[config.mk]
export PLATFORM = sky130hd
export DESIGN_NAME = input_alarm_output_mapper
export DESIGN_NICKNAME = d
export VERILOG_FILES = /design/src/sv/iaom_pkg.sv /design/src/sv/input_alarm_output_mapper.sv /design/src/sv/iaom_regs.sv /design/src/sv/iaom_front.sv /design/src/sv/iaom_queue.sv /design/src/sv/iaom_back.sv
export VERILOG_INCLUDE_DIRS = /design/src /design/src/sv
export SDC_FILE = /design/constraint.sdc
export NUM_CORES = 1
export LEC_CHECK = 0
export BUFFER_PORTS_ARGS = -buffer_cell sky130_fd_sc_hd__buf_2
export CORE_MARGIN = 1.5
export CORE_UTILIZATION = 40
export CTS_CLUSTER_SIZE = 25
export DETAILED_ROUTE_END_ITERATION = 7
export PLACE_DENSITY_LB_ADDON = 0.3
export SETUP_SLACK_MARGIN = 0.1
export SLEW_MARGIN = 10
export SYNTH_ARGS = -nofsm -noshare
export SYNTH_HDL_FRONTEND = slang
export SYNTH_SLANG_ARGS = --single-unit
export TNS_END_PERCENT = 20
[constraint.sdc]
create_clock -name clk -period 4.15 [get_ports clk]
set_clock_uncertainty 0.2 [all_clocks]
set_input_delay 0.415 -clock clk [delete_from_list [all_inputs] [get_ports clk]]
set_output_delay 0.415 -clock clk [all_outputs]
set_load 0.02 [all_outputs]
[src/sv/input_alarm_output_mapper_macros.svh]
// Assertion macros shared by the input alarm output mapper modules.
`ifndef INPUT_ALARM_OUTPUT_MAPPER_MACROS_SVH
`define INPUT_ALARM_OUTPUT_MAPPER_MACROS_SVH

// Same-cycle implication, checked on every rising clock edge out of reset.
`define IAOM_ASSERT_NOW(label, clk, rst_n, ante, cons) \
	label: assert property (@(posedge clk) disable iff (!rst_n) (ante) |-> (cons)) \
		else $error("iaom assertion failed");

// Next-cycle implication, checked on every rising clock edge out of reset.
`define IAOM_ASSERT_NEXT(label, clk, rst_n, ante, cons) \
	label: assert property (@(posedge clk) disable iff (!rst_n) (ante) |=> (cons)) \
		else $error("iaom assertion failed");

`endif

[src/sv/iaom_pkg.sv]
// Shared constants of the input alarm output mapper.
package iaom_pkg;

	// Configuration port geometry.
	localparam int APB_DW = 32;
	localparam int ADDR_W = 5;
	localparam int REG_IDX_W = 3;

	// Register indexes on the configuration port (byte address is 4 * index).
	localparam logic [REG_IDX_W-1:0] REG_NORMAL_LEVELS = 3'd0;
	localparam logic [REG_IDX_W-1:0] REG_INPUT_INVERT = 3'd1;
	localparam logic [REG_IDX_W-1:0] REG_OUTPUT_INVERT = 3'd2;
	localparam logic [REG_IDX_W-1:0] REG_OVERRIDE_MASK = 3'd3;
	localparam logic [REG_IDX_W-1:0] REG_INPUT_MAP = 3'd4;

	// Each input owns one nibble of the map register.
	localparam int NIBBLE_W = 4;

	// Depth of the queue between the classifier and the output stage.
	localparam int QUEUE_DEPTH = 2;

endpackage

[src/sv/input_alarm_output_mapper.sv]
// Top level of the input alarm output mapper.
// Each input beat on s_tdata is one sample of the raw input pin levels and gives exactly one
// result beat on m_tdata: the inputs whose alarm status changed, the inputs now abnormal, the
// logical output state and the pin drive levels. The block takes one sample per clock cycle while
// the queue has room; each sample is registered in the queue and its result in the output stage.
// The front end classifies a sample in the cycle it is accepted, a two-entry queue holds
// classified samples, and the output stage applies them to the output state and holds the
// result beat, so a stalled m_tready does not stop sampling until the queue is full. Configuration is
// to be written through the APB-style port only while no sample is in flight; the block has no check for it.
module input_alarm_output_mapper #(
	parameter int NUM_INPUTS = 7,
	parameter int NUM_OUTPUTS = 5
) (
	input  logic                        clk,
	input  logic                        arst_n,
	// Input samples.
	input  logic                        s_tvalid,
	output logic                        s_tready,
	input  logic [((NUM_INPUTS+7)/8)*8-1:0] s_tdata, // pin_levels
	// Results.
	output logic                        m_tvalid,
	input  logic                        m_tready,
	output logic [((2*NUM_INPUTS+2*NUM_OUTPUTS+7)/8)*8-1:0] m_tdata, // changed_mask, abnormal_mask, output_state, pin_drive
	// Configuration.
	input  logic                        psel,
	input  logic                        penable,
	input  logic                        pwrite,
	input  logic [iaom_pkg::ADDR_W-1:0] paddr,
	input  logic [iaom_pkg::APB_DW-1:0] pwdata,
	output logic [iaom_pkg::APB_DW-1:0] prdata,
	output logic                        pready
);

	localparam int MAP_W = iaom_pkg::NIBBLE_W * NUM_INPUTS;
	localparam int ENTRY_W = 2 * NUM_INPUTS + 2 * NUM_OUTPUTS;
	localparam int OUT_TW = ((2 * NUM_INPUTS + 2 * NUM_OUTPUTS + 7) / 8) * 8;

	logic [NUM_INPUTS-1:0]  normal_levels;
	logic [NUM_INPUTS-1:0]  input_invert;
	logic [NUM_OUTPUTS-1:0] output_invert;
	logic [NUM_OUTPUTS-1:0] override_mask;
	logic [MAP_W-1:0]       input_map;

	logic                   accept;
	logic [NUM_INPUTS-1:0]  f_changed;
	logic [NUM_INPUTS-1:0]  f_abnormal;
	logic [NUM_OUTPUTS-1:0] f_we;
	logic [NUM_OUTPUTS-1:0] f_val;

	logic [ENTRY_W-1:0]     push_data;
	logic [ENTRY_W-1:0]     pop_data;
	logic                   pop_valid;
	logic                   pop;

	logic [NUM_INPUTS-1:0]  r_changed;
	logic [NUM_INPUTS-1:0]  r_abnormal;
	logic [NUM_OUTPUTS-1:0] r_state;
	logic [NUM_OUTPUTS-1:0] r_drive;

	iaom_regs #(
		.NUM_INPUTS(NUM_INPUTS),
		.NUM_OUTPUTS(NUM_OUTPUTS)
	) u_regs (
		.clk(clk),
		.arst_n(arst_n),
		.psel(psel),
		.penable(penable),
		.pwrite(pwrite),
		.paddr(paddr),
		.pwdata(pwdata),
		.prdata(prdata),
		.pready(pready),
		.normal_levels(normal_levels),
		.input_invert(input_invert),
		.output_invert(output_invert),
		.override_mask(override_mask),
		.input_map(input_map)
	);

	assign accept = s_tvalid && s_tready;

	iaom_front #(
		.NUM_INPUTS(NUM_INPUTS),
		.NUM_OUTPUTS(NUM_OUTPUTS)
	) u_front (
		.clk(clk),
		.arst_n(arst_n),
		.accept(accept),
		.pin_levels(s_tdata[NUM_INPUTS-1:0]),
		.normal_levels(normal_levels),
		.input_invert(input_invert),
		.override_mask(override_mask),
		.input_map(input_map),
		.changed_mask(f_changed),
		.abnormal_mask(f_abnormal),
		.out_we(f_we),
		.out_val(f_val)
	);

	// Queue entry, lowest bits first: changed, abnormal, write enables, write values.
	assign push_data = {f_val, f_we, f_abnormal, f_changed};

	iaom_queue #(
		.WIDTH(ENTRY_W)
	) u_queue (
		.clk(clk),
		.arst_n(arst_n),
		.push(s_tvalid),
		.push_data(push_data),
		.push_ready(s_tready),
		.pop(pop),
		.pop_data(pop_data),
		.pop_valid(pop_valid)
	);

	iaom_back #(
		.NUM_INPUTS(NUM_INPUTS),
		.NUM_OUTPUTS(NUM_OUTPUTS)
	) u_back (
		.clk(clk),
		.arst_n(arst_n),
		.q_valid(pop_valid),
		.q_pop(pop),
		.changed_mask(pop_data[NUM_INPUTS-1:0]),
		.abnormal_mask(pop_data[2*NUM_INPUTS-1:NUM_INPUTS]),
		.out_we(pop_data[2*NUM_INPUTS+NUM_OUTPUTS-1:2*NUM_INPUTS]),
		.out_val(pop_data[ENTRY_W-1:2*NUM_INPUTS+NUM_OUTPUTS]),
		.output_invert(output_invert),
		.res_valid(m_tvalid),
		.res_ready(m_tready),
		.res_changed(r_changed),
		.res_abnormal(r_abnormal),
		.res_state(r_state),
		.res_drive(r_drive)
	);

	// Result beat, zero-filled to whole bytes.
	assign m_tdata = OUT_TW'({r_drive, r_state, r_abnormal, r_changed});

endmodule

[src/sv/iaom_regs.sv]
// Configuration register file with its APB-style access port.
module iaom_regs #(
	parameter int NUM_INPUTS = 7,
	parameter int NUM_OUTPUTS = 5
) (
	input  logic                               clk,
	input  logic                               arst_n,
	input  logic                               psel,
	input  logic                               penable,
	input  logic                               pwrite,
	input  logic [iaom_pkg::ADDR_W-1:0]        paddr,
	input  logic [iaom_pkg::APB_DW-1:0]        pwdata,
	output logic [iaom_pkg::APB_DW-1:0]        prdata,
	output logic                               pready,
	output logic [NUM_INPUTS-1:0]              normal_levels,
	output logic [NUM_INPUTS-1:0]              input_invert,
	output logic [NUM_OUTPUTS-1:0]             output_invert,
	output logic [NUM_OUTPUTS-1:0]             override_mask,
	output logic [iaom_pkg::NIBBLE_W*NUM_INPUTS-1:0] input_map
);

	localparam int MAP_W = iaom_pkg::NIBBLE_W * NUM_INPUTS;

	logic [NUM_INPUTS-1:0]  normal_q;
	logic [NUM_INPUTS-1:0]  in_inv_q;
	logic [NUM_OUTPUTS-1:0] out_inv_q;
	logic [NUM_OUTPUTS-1:0] ovr_q;
	logic [MAP_W-1:0]       map_q;
	logic [iaom_pkg::REG_IDX_W-1:0] reg_idx;
	logic                   wr_en;

	assign pready = 1'b1;
	assign reg_idx = paddr[iaom_pkg::ADDR_W-1:2];
	assign wr_en = psel & penable & pwrite & pready;

	// Register writes; addresses beyond the register list are ignored.
	always_ff @(posedge clk or negedge arst_n) begin
		if (!arst_n) begin
			normal_q <= '1;
			in_inv_q <= '0;
			out_inv_q <= '0;
			ovr_q <= '0;
			map_q <= '1;
		end else if (wr_en) begin
			case (reg_idx)
				iaom_pkg::REG_NORMAL_LEVELS: normal_q <= pwdata[NUM_INPUTS-1:0];
				iaom_pkg::REG_INPUT_INVERT: in_inv_q <= pwdata[NUM_INPUTS-1:0];
				iaom_pkg::REG_OUTPUT_INVERT: out_inv_q <= pwdata[NUM_OUTPUTS-1:0];
				iaom_pkg::REG_OVERRIDE_MASK: ovr_q <= pwdata[NUM_OUTPUTS-1:0];
				iaom_pkg::REG_INPUT_MAP: map_q <= pwdata[MAP_W-1:0];
				default: ;
			endcase
		end
	end

	// Read-back multiplexer; unused addresses read as zero.
	always_comb begin
		case (reg_idx)
			iaom_pkg::REG_NORMAL_LEVELS: prdata = iaom_pkg::APB_DW'(normal_q);
			iaom_pkg::REG_INPUT_INVERT: prdata = iaom_pkg::APB_DW'(in_inv_q);
			iaom_pkg::REG_OUTPUT_INVERT: prdata = iaom_pkg::APB_DW'(out_inv_q);
			iaom_pkg::REG_OVERRIDE_MASK: prdata = iaom_pkg::APB_DW'(ovr_q);
			iaom_pkg::REG_INPUT_MAP: prdata = iaom_pkg::APB_DW'(map_q);
			default: prdata = '0;
		endcase
	end

	assign normal_levels = normal_q;
	assign input_invert = in_inv_q;
	assign output_invert = out_inv_q;
	assign override_mask = ovr_q;
	assign input_map = map_q;

endmodule

[src/sv/iaom_front.sv]
// Front end: takes pin samples, finds abnormal and changed inputs, and works out output updates.
module iaom_front #(
	parameter int NUM_INPUTS = 7,
	parameter int NUM_OUTPUTS = 5
) (
	input  logic                               clk,
	input  logic                               arst_n,
	input  logic                               accept,
	input  logic [NUM_INPUTS-1:0]              pin_levels,
	input  logic [NUM_INPUTS-1:0]              normal_levels,
	input  logic [NUM_INPUTS-1:0]              input_invert,
	input  logic [NUM_OUTPUTS-1:0]             override_mask,
	input  logic [iaom_pkg::NIBBLE_W*NUM_INPUTS-1:0] input_map,
	output logic [NUM_INPUTS-1:0]              changed_mask,
	output logic [NUM_INPUTS-1:0]              abnormal_mask,
	output logic [NUM_OUTPUTS-1:0]             out_we,
	output logic [NUM_OUTPUTS-1:0]             out_val
);

	logic [NUM_INPUTS-1:0] prev_abnormal_q;
	logic [NUM_INPUTS-1:0] abnormal;
	logic [NUM_INPUTS-1:0] changed;
	logic [NUM_INPUTS-1:0] upd_en;
	logic [NUM_OUTPUTS-1:0] target_oh [NUM_INPUTS];

	// Abnormal inputs after inversion, and changes against the previous sample.
	assign abnormal = (pin_levels ^ input_invert) ^ normal_levels;
	assign changed = abnormal ^ prev_abnormal_q;

	// Decode each input's map nibble into a one-hot output select.
	// A nibble that names no output gives an all-zero select, so the input is unmapped.
	always_comb begin
		for (int i = 0; i < NUM_INPUTS; i++) begin
			for (int k = 0; k < NUM_OUTPUTS; k++) begin
				target_oh[i][k] = (input_map[iaom_pkg::NIBBLE_W*i +: iaom_pkg::NIBBLE_W]
					== iaom_pkg::NIBBLE_W'(k));
			end
		end
	end

	// An input updates its output when it changed, is mapped, is not a return
	// to normal on an overridden output, and no other input on that output is abnormal.
	always_comb begin
		logic blocked;
		for (int i = 0; i < NUM_INPUTS; i++) begin
			blocked = 1'b0;
			for (int j = 0; j < NUM_INPUTS; j++) begin
				if (j != i && abnormal[j] && ((target_oh[i] & target_oh[j]) != '0)) begin
					blocked = 1'b1;
				end
			end
			upd_en[i] = changed[i] && (target_oh[i] != '0)
				&& (abnormal[i] || ((target_oh[i] & override_mask) == '0))
				&& !blocked;
		end
	end

	// Per output, the highest updating input wins, as the inputs are applied lowest first.
	always_comb begin
		out_we = '0;
		out_val = '0;
		for (int k = 0; k < NUM_OUTPUTS; k++) begin
			for (int i = 0; i < NUM_INPUTS; i++) begin
				if (upd_en[i] && target_oh[i][k]) begin
					out_we[k] = 1'b1;
					out_val[k] = abnormal[i];
				end
			end
		end
	end

	// The previous mask moves on with every accepted sample.
	always_ff @(posedge clk or negedge arst_n) begin
		if (!arst_n) begin
			prev_abnormal_q <= '0;
		end else if (accept) begin
			prev_abnormal_q <= abnormal;
		end
	end

	assign changed_mask = changed;
	assign abnormal_mask = abnormal;

endmodule

[src/sv/iaom_queue.sv]
// Short queue that decouples the classifier from the output stage.
`include "input_alarm_output_mapper_macros.svh"
module iaom_queue #(
	parameter int WIDTH = 24
) (
	input  logic             clk,
	input  logic             arst_n,
	input  logic             push,
	input  logic [WIDTH-1:0] push_data,
	output logic             push_ready,
	input  logic             pop,
	output logic [WIDTH-1:0] pop_data,
	output logic             pop_valid
);

	localparam int DEPTH = iaom_pkg::QUEUE_DEPTH;
	localparam int PTR_W = $clog2(DEPTH);
	localparam int CNT_W = $clog2(DEPTH + 1);

	logic [WIDTH-1:0] mem_q [DEPTH];
	logic [PTR_W-1:0] wr_ptr_q;
	logic [PTR_W-1:0] rd_ptr_q;
	logic [CNT_W-1:0] count_q;
	logic             do_push;
	logic             do_pop;

	assign push_ready = (count_q != CNT_W'(DEPTH));
	assign pop_valid = (count_q != '0);
	assign do_push = push && push_ready;
	assign do_pop = pop && pop_valid;
	assign pop_data = mem_q[rd_ptr_q];

	// Entry storage.
	always_ff @(posedge clk) begin
		if (do_push) begin
			mem_q[wr_ptr_q] <= push_data;
		end
	end

	// Pointers and fill count.
	always_ff @(posedge clk or negedge arst_n) begin
		if (!arst_n) begin
			wr_ptr_q <= '0;
			rd_ptr_q <= '0;
			count_q <= '0;
		end else begin
			if (do_push) begin
				wr_ptr_q <= (wr_ptr_q == PTR_W'(DEPTH - 1)) ? '0 : wr_ptr_q + 1'b1;
			end
			if (do_pop) begin
				rd_ptr_q <= (rd_ptr_q == PTR_W'(DEPTH - 1)) ? '0 : rd_ptr_q + 1'b1;
			end
			if (do_push && !do_pop) begin
				count_q <= count_q + 1'b1;
			end else if (do_pop && !do_push) begin
				count_q <= count_q - 1'b1;
			end
		end
	end

	`IAOM_ASSERT_NOW(a_count_bound, clk, arst_n, 1'b1, count_q <= CNT_W'(DEPTH))
	`IAOM_ASSERT_NEXT(a_push_fills, clk, arst_n, do_push && !do_pop, count_q == $past(count_q) + 1'b1)
	`IAOM_ASSERT_NEXT(a_pop_drains, clk, arst_n, do_pop && !do_push, count_q == $past(count_q) - 1'b1)

endmodule

[src/sv/iaom_back.sv]
// Back end: applies output updates to the output state and holds the result beat.
`include "input_alarm_output_mapper_macros.svh"
module iaom_back #(
	parameter int NUM_INPUTS = 7,
	parameter int NUM_OUTPUTS = 5
) (
	input  logic                   clk,
	input  logic                   arst_n,
	input  logic                   q_valid,
	output logic                   q_pop,
	input  logic [NUM_INPUTS-1:0]  changed_mask,
	input  logic [NUM_INPUTS-1:0]  abnormal_mask,
	input  logic [NUM_OUTPUTS-1:0] out_we,
	input  logic [NUM_OUTPUTS-1:0] out_val,
	input  logic [NUM_OUTPUTS-1:0] output_invert,
	output logic                   res_valid,
	input  logic                   res_ready,
	output logic [NUM_INPUTS-1:0]  res_changed,
	output logic [NUM_INPUTS-1:0]  res_abnormal,
	output logic [NUM_OUTPUTS-1:0] res_state,
	output logic [NUM_OUTPUTS-1:0] res_drive
);

	logic                   out_valid_q;
	logic [NUM_OUTPUTS-1:0] bits_q;
	logic [NUM_OUTPUTS-1:0] bits_nxt;
	logic [NUM_INPUTS-1:0]  changed_q;
	logic [NUM_INPUTS-1:0]  abnormal_q;
	logic [NUM_OUTPUTS-1:0] state_q;
	logic [NUM_OUTPUTS-1:0] drive_q;

	// Take the next entry whenever the result register is empty or being drained.
	assign q_pop = q_valid && (!out_valid_q || res_ready);
	assign bits_nxt = (bits_q & ~out_we) | (out_val & out_we);

	// Output state and result valid.
	always_ff @(posedge clk or negedge arst_n) begin
		if (!arst_n) begin
			bits_q <= '0;
			out_valid_q <= 1'b0;
		end else begin
			if (q_pop) begin
				bits_q <= bits_nxt;
				out_valid_q <= 1'b1;
			end else if (res_ready) begin
				out_valid_q <= 1'b0;
			end
		end
	end

	// Result payload.
	always_ff @(posedge clk) begin
		if (q_pop) begin
			changed_q <= changed_mask;
			abnormal_q <= abnormal_mask;
			state_q <= bits_nxt;
			drive_q <= bits_nxt ^ output_invert;
		end
	end

	assign res_valid = out_valid_q;
	assign res_changed = changed_q;
	assign res_abnormal = abnormal_q;
	assign res_state = state_q;
	assign res_drive = drive_q;

	`IAOM_ASSERT_NOW(a_state_matches, clk, arst_n, out_valid_q, state_q == bits_q)
	`IAOM_ASSERT_NEXT(a_bits_hold, clk, arst_n, !q_pop, $stable(bits_q))
	`IAOM_ASSERT_NEXT(a_pop_gives_beat, clk, arst_n, q_pop, out_valid_q)

endmodule

### After elaboration in Yosys (flattened, before gate mapping)

Memory sizes are Yosys's and may differ from the RTL's.
Index checks and enable logic that the tools add are counted.

* flip-flop bits (word level): 93
* bits in writable memories: 48
* output and inout port bits: 59
* memories: 1

Memories
* u_queue.mem_q: depth 2, width 24, read ports 1, clocked after memory_dff 0, write ports 1, line iaom_queue.sv:20 `logic [WIDTH-1:0] mem_q [DEPTH];`

* add/sub/neg operators: 4
* eq/ne operators: 33
* muxes and demuxes: 121
* bitwise operators: 38
* reductions and logical operators: 172

Operators with widths (number)
* $and A5 B5 Y5: 30
* $pmux W28 S5: 1
* $reduce_bool A5 Y1: 28
* $mux W1: 118
* $logic_and A1 B1 Y1: 103
* $eq A4 B2 Y1 const B: 14
* $logic_not A5 Y1: 7
* $eq A4 B1 Y1 const B: 7
* $eq A4 B3 Y1 const B: 7
* $logic_not A4 Y1: 7
* $xor A7 B7 Y7: 3
* $logic_not A1 Y1: 10
* $reduce_and A2 Y1: 5
* $logic_or A1 B1 Y1: 8
* $eq A3 B2 Y1 const B: 2
* $reduce_bool A2 Y1: 3
* $not A5 Y5: 1
* $or A5 B5 Y5: 1
* $xor A5 B5 Y5: 1
* $mux W2: 2
* $eq A3 B1 Y1 const B: 1
* $eq A3 B3 Y1 const B: 1
* $logic_not A3 Y1: 1
* $add A1 B1 Y1 const B: 2
* other kinds (4): 5

### Depth between registers and ports, before layout

* depth after elaboration: 20
* mapped depth: 11
* mapped depth without buffers: 10

### Hierarchy

Synthesis repeated with hierarchy kept, for this count alone.

* cells, all modules: 761
* area, all modules: 8873.5 um2

Modules (own cells, without submodules)
* iaom_front: times used 1, cells an instance 428, area each 3229.3 um2
* iaom_regs: times used 1, cells an instance 186, area each 2506.2 um2
* iaom_queue: times used 1, cells an instance 93, area each 2030.7 um2
* iaom_back: times used 1, cells an instance 53, area each 1101.1 um2
* input_alarm_output_mapper: times used 1, cells an instance 1, area each 6.3 um2

### Least setup slack after synthesis

No wires, ideal clock.

* path kind: register to register
* start point: register u_back.out_valid_q, in the netlist u_back.res_valid
* end point: register u_queue.count_q[1]
* library setup time: 0.079 ns
* data arrival time: 2.754 ns
* data required time: 3.871 ns
* path slack: 1.117 ns
* stages on the path, launching flop included: 7
* clock period less this slack: 3.033 ns
* cell sequence: dfrtp_1 -> a21oi_1 -> inv_1 -> ha_1 -> xor2_1 -> nor2_1 -> xor2_1

* cells in the longest elaborated chain, start to end: 7

RTL lines
* start, declared: line iaom_back.sv:24 `logic out_valid_q;`
* start signal, assigned: line iaom_back.sv:40 `out_valid_q <= 1'b0;`
* start signal, assigned: line iaom_back.sv:44 `out_valid_q <= 1'b1;`
* start signal, assigned: line iaom_back.sv:46 `out_valid_q <= 1'b0;`
* $logic_not A1 Y1 *: line iaom_back.sv:33 `assign q_pop = q_valid && (!out_valid_q || res_ready);`
* $logic_or A1 B1 Y1 *: line iaom_back.sv:33
* $logic_and A1 B1 Y1 *: line iaom_back.sv:33
* via pop: line input_alarm_output_mapper.sv:53 `logic pop;`
* $logic_and A1 B1 Y1 *: line iaom_queue.sv:30 `assign do_pop = pop && pop_valid;`
* $logic_not A1 Y1: line iaom_queue.sv:53 `if (do_push && !do_pop) begin`
* $logic_and A1 B1 Y1: line iaom_queue.sv:53
* $mux W2 or $reduce_bool A2 Y1 (tied branches)
* end signal, assigned: line iaom_queue.sv:54 `count_q <= count_q + 1'b1;`
* end signal, assigned: line iaom_queue.sv:56 `count_q <= count_q - 1'b1;`
* end, declared: line iaom_queue.sv:23 `logic [CNT_W-1:0] count_q;`

The timed path passes the listed nets; every way through them passes the cells marked *.
A chain may end at the register's enable or synchronous reset.

### Final worst setup path

* start point: register u_regs.map_q[21], in the netlist u_regs.input_map[21]
* end point: memory u_queue.mem_q[1][18] (data pin)

* cells in the longest elaborated chain, start to end: 16

RTL lines
* start, declared: line iaom_regs.sv:28 `logic [MAP_W-1:0] map_q;`
* start signal, assigned: line iaom_regs.sv:50 `iaom_pkg::REG_INPUT_MAP: map_q <= pwdata[MAP_W-1:0];`
* $eq A4 B1 Y1, or another cell as far along: line iaom_front.sv:36 `== iaom_pkg::NIBBLE_W'(k));`
* $and A5 B5 Y5: line iaom_front.sv:48 `if (j != i && abnormal[j] && ((target_oh[i] & target_oh[j]) != '0)) begin`
* $reduce_bool A5 Y1: line iaom_front.sv:48
* $logic_and A1 B1 Y1: line iaom_front.sv:48
* $mux W1 (2 in a row): line iaom_front.sv:48
* $logic_not A1 Y1: line iaom_front.sv:54 `&& !blocked;`
* $logic_and A1 B1 Y1: line iaom_front.sv:54
* $logic_and A1 B1 Y1: line iaom_front.sv:64 `if (upd_en[i] && target_oh[i][k]) begin`
* $mux W1 (6 in a row): line iaom_front.sv:64
* $mux W1 *: line iaom_front.sv:64
* via f_we[4]: line input_alarm_output_mapper.sv:47 `logic [NUM_OUTPUTS-1:0] f_we;`
* end, declared: line iaom_queue.sv:20

Marked as above.

==> results.toml <==
[synthesis]
synthTopCellsByArea = "edfxtp_1 (25%), dfstp_2 (11%), dfrtp_1 (9.7%)"
ys_seq_area_frac = 0.4498
synthesis.area_um2 = 8742
yosysMostFrequentCell = "mux2_2"
synth_largest_area_cell = "edfxtp_1"
synth_top_cells_by_count = "mux2_2 (75), edfxtp_1 (72), nor2_1 (50), nand2_1 (42), clkbuf_1 (39)"
syn-instance-count = 826
synth_top_flop_cell = "edfxtp_1"
synth_enable_flop_cells = 72
synth_top_area_share = 0.2473
avgSynthCellArea_um2 = 10.58
ys_types = 80
yosysWarnings = 0
synth_seq_cells = 141
async_reset_ff_frac = 0.4894

[route]
wl_met1_um = 11510
postRouteAntennaNets = 0
drtIter0Drc = 694
top_layer = "met4"
wl_met2_um = 12530
post_drt_via_cell_ratio = 6.175
drt_pre_antenna_iters = 6
routedWlPerCell_um = 22.85
dr_wl_met3_um = 2300
drc = 0
drt-total-wl_um = 27260
num_vias = 7367

[hold_path]
hold_class = "input pin to flop"
hold_path_depth = 2
hold_start = "pwdata[24]"
hold_path_end = "u_regs.input_map[24]$_DFFE_PN1P_"

[floorplan]
dieWidth_um = 150.8
start_util = 0.4120
fp.coreArea_um2 = 21220
die_y_um = 150.8
rows = 53
io-pin-count = 111
die_area_um2 = 22750

[cells_and_area]
nets = 958
multi_input_area_um2 = 4428
n_fill_cell = 2033
final-seq-area_um2 = 3933
area_growth_pct = 15.76
num_antenna_cells = 0
drive_above_1_share = 0.3115
final_cells = 1193

[clocking]
cts_tree = "yes"
htreeDepth = 4
clkSlewWorstSetupHoldPaths_ns = 0.07
clockBufferDepth = 2
worstSkewPairLatency_ns = 0.44
clock-sinks = 141
cts_buffers = 17
cts_root_buf = "clkbuf_16"

[sta]
hold_viol_final = 0
setup_tns_ns = 0
final_max_slew_viol_count = 0
max_freq_ghz = 0.2762
grt_setup_unrepaired = "no"
setup_viol = 0
fin_crit_ns = 3.620
worst_slew_pin_slew_ns = 1.108
holdWs_ns = 0.009512
period_share = 0.8724
slew_headroom = 0.2613

[power]
leakagePower_nw = 3.891
pwr-share-seq = 0.410
intPower_mw = 3.975
p_switching_mw = 2.787
switching_share = 0.4121
power.density_nw_per_um2 = 668.2
clkPwrFrac = 0.222
irDropWorstVdd_v = 0.0002880
p_comb_frac = 0.368

[worst_setup_path]
cp-end-kind = "flop"
worstReg2RegEnd = "u_queue.mem_q[1][18]$_DFFE_PP_"
worstSetupPathType = "flop to flop"
rrSetupSlack_ns = 0.53
cp_data_required_time_ns = 4.10
reg2regPathDepth = 7
cp_max_fo = 21
arrival_ns = 3.57
r2r-start = "u_regs.input_map[21]$_DFFE_PN1P_"
worstSetupStartpointType = "flop"

[grt]
grt_pass1_vias = 6992
grt_pass1_wl_um = 41720
grt_max_degree = 54
grt_antenna_before_repair = 0
grt-ovfl-total = 0
track_usage = 0.2479

[placement]
placed_cells = 1152
port_buffers = 98
hpwl_um = 18770
place_congestion = 0.9623

[job]
maxCapViolCount = 0

[outcome]
status = "completed"
layout by cell type, fill, tap and decap left out, types with 17 or more instances in the layout:
cell	Yosys	routed
a21oi_1	30	29
and3_1	26	26
buf_2	30	98
buf_4	5	26
clkbuf_16	0	17
dfrtp_1	34	34
dfstp_2	35	35
edfxtp_1	72	72
mux2_2	75	75
mux2i_1	20	20
nand2_1	42	42
nand3_1	20	20
nor2_1	50	49
o21ai_0	20	20
xnor2_1	30	30
xor2_1	21	21
registers in the layout, indices dropped and copies added, names as in the netlist:
name / cells
u_queue.mem_q: 48
u_regs.input_map: 28
u_back.res_abnormal: 7
u_back.res_changed: 7
u_front.prev_abnormal_q: 7
u_regs.input_invert: 7
u_regs.normal_levels: 7
u_back.bits_q: 5
u_back.res_drive: 5
u_back.res_state: 5
u_regs.output_invert: 5
u_regs.override_mask: 5
u_queue.count_q: 2
u_back.res_valid: 1
u_queue.rd_ptr_q: 1
u_queue.wr_ptr_q: 1
metrics by stage:
step	area (um^2)	util	setup slack (ns)	total power, mW
after floorplan	8753	-	1.117	4.314
after global placement	9454	0.4455	0.5968	5.186
after detailed placement	9454	0.4455	0.5798	5.233
after CTS	10110	0.4764	0.5351	6.757
after global routing	10120	0.4769	0.4016	7.125
final	10120	0.4769	0.5297	6.762
power groups by stage:
stage | clock, mW | combinational [mW] | sequential, mW
final | 1.50 | 2.49 | 2.77
after global routing | 1.59 | 2.70 | 2.84
after CTS | 1.53 | 2.47 | 2.76
after detailed placement | 0 | 2.45 | 2.78
after global placement | 0 | 2.43 | 2.76
after floorplan | 0 | 1.80 | 2.51
final cells by class:
class	count	area share
Sequential cell	141	0.3886
Tap cell	275	0.03400
Clock inverter	15	0.01484
Multi-Input combinational cell	595	0.4376
Inverter	17	0.006306
Clock buffer	17	0.04204
Timing Repair Buffer	133	0.07666
worst max-delay path, cell delays in order, from the launching register on:
cell	delay [ns]
dfstp_2	0.77
or3b_1	0.52
or4_1	0.53
a21oi_1	0.21
a21oi_1	0.07
nand3_1	0.31
o22ai_1	0.16
or4b_1	0.57
routing by layer:
metal / track usage / vias up
li1: - / 3334
met1: 0.3396 / 3584
met2: 0.3842 / 393
met3: 0.05151 / 56
met4: 0.09709 / 0
met5: 0 / -
cell families after synthesis:
logic type,count (synthesis),share of synthesized area
other,2,0.0008591
AO/OA/AOI/OAI,170,0.1395
AND/OR/NAND/NOR,270,0.1841
adder cells (fa/ha/maj),1,0.001431
multiplexers,96,0.1208
flip-flops,141,0.4498
XOR/XNOR,53,0.05625
buffers and inverters,93,0.04723
repair_timing:
item	in CTS	in global routing
buffers inserted	0	0
gates resized for setup	0	0
hold endpoints to repair	18	1
hold buffers	8	1
worst max-delay path by stage:
stage / from / to / cells past startpoint
after global routing: u_regs.input_map[21]$_DFFE_PN1P_ / u_queue.mem_q[1][18]$_DFFE_PP_ / 7
after detailed placement: u_regs.input_map[21]$_DFFE_PN1P_ / u_queue.mem_q[0][18]$_DFFE_PP_ / 7
after floorplan: u_back.res_valid$_DFFE_PN0P_ / u_queue.count_q[1]$_DFFE_PN0P_ / 6
after global placement: u_regs.input_map[21]$_DFFE_PN1P_ / u_queue.mem_q[1][18]$_DFFE_PP_ / 7
after CTS: u_regs.input_map[13]$_DFFE_PN1P_ / u_queue.mem_q[0][23]$_DFFE_PP_ / 8
final: u_regs.input_map[21]$_DFFE_PN1P_ / u_queue.mem_q[1][18]$_DFFE_PP_ / 7
(Power assumes the default switching activity.)
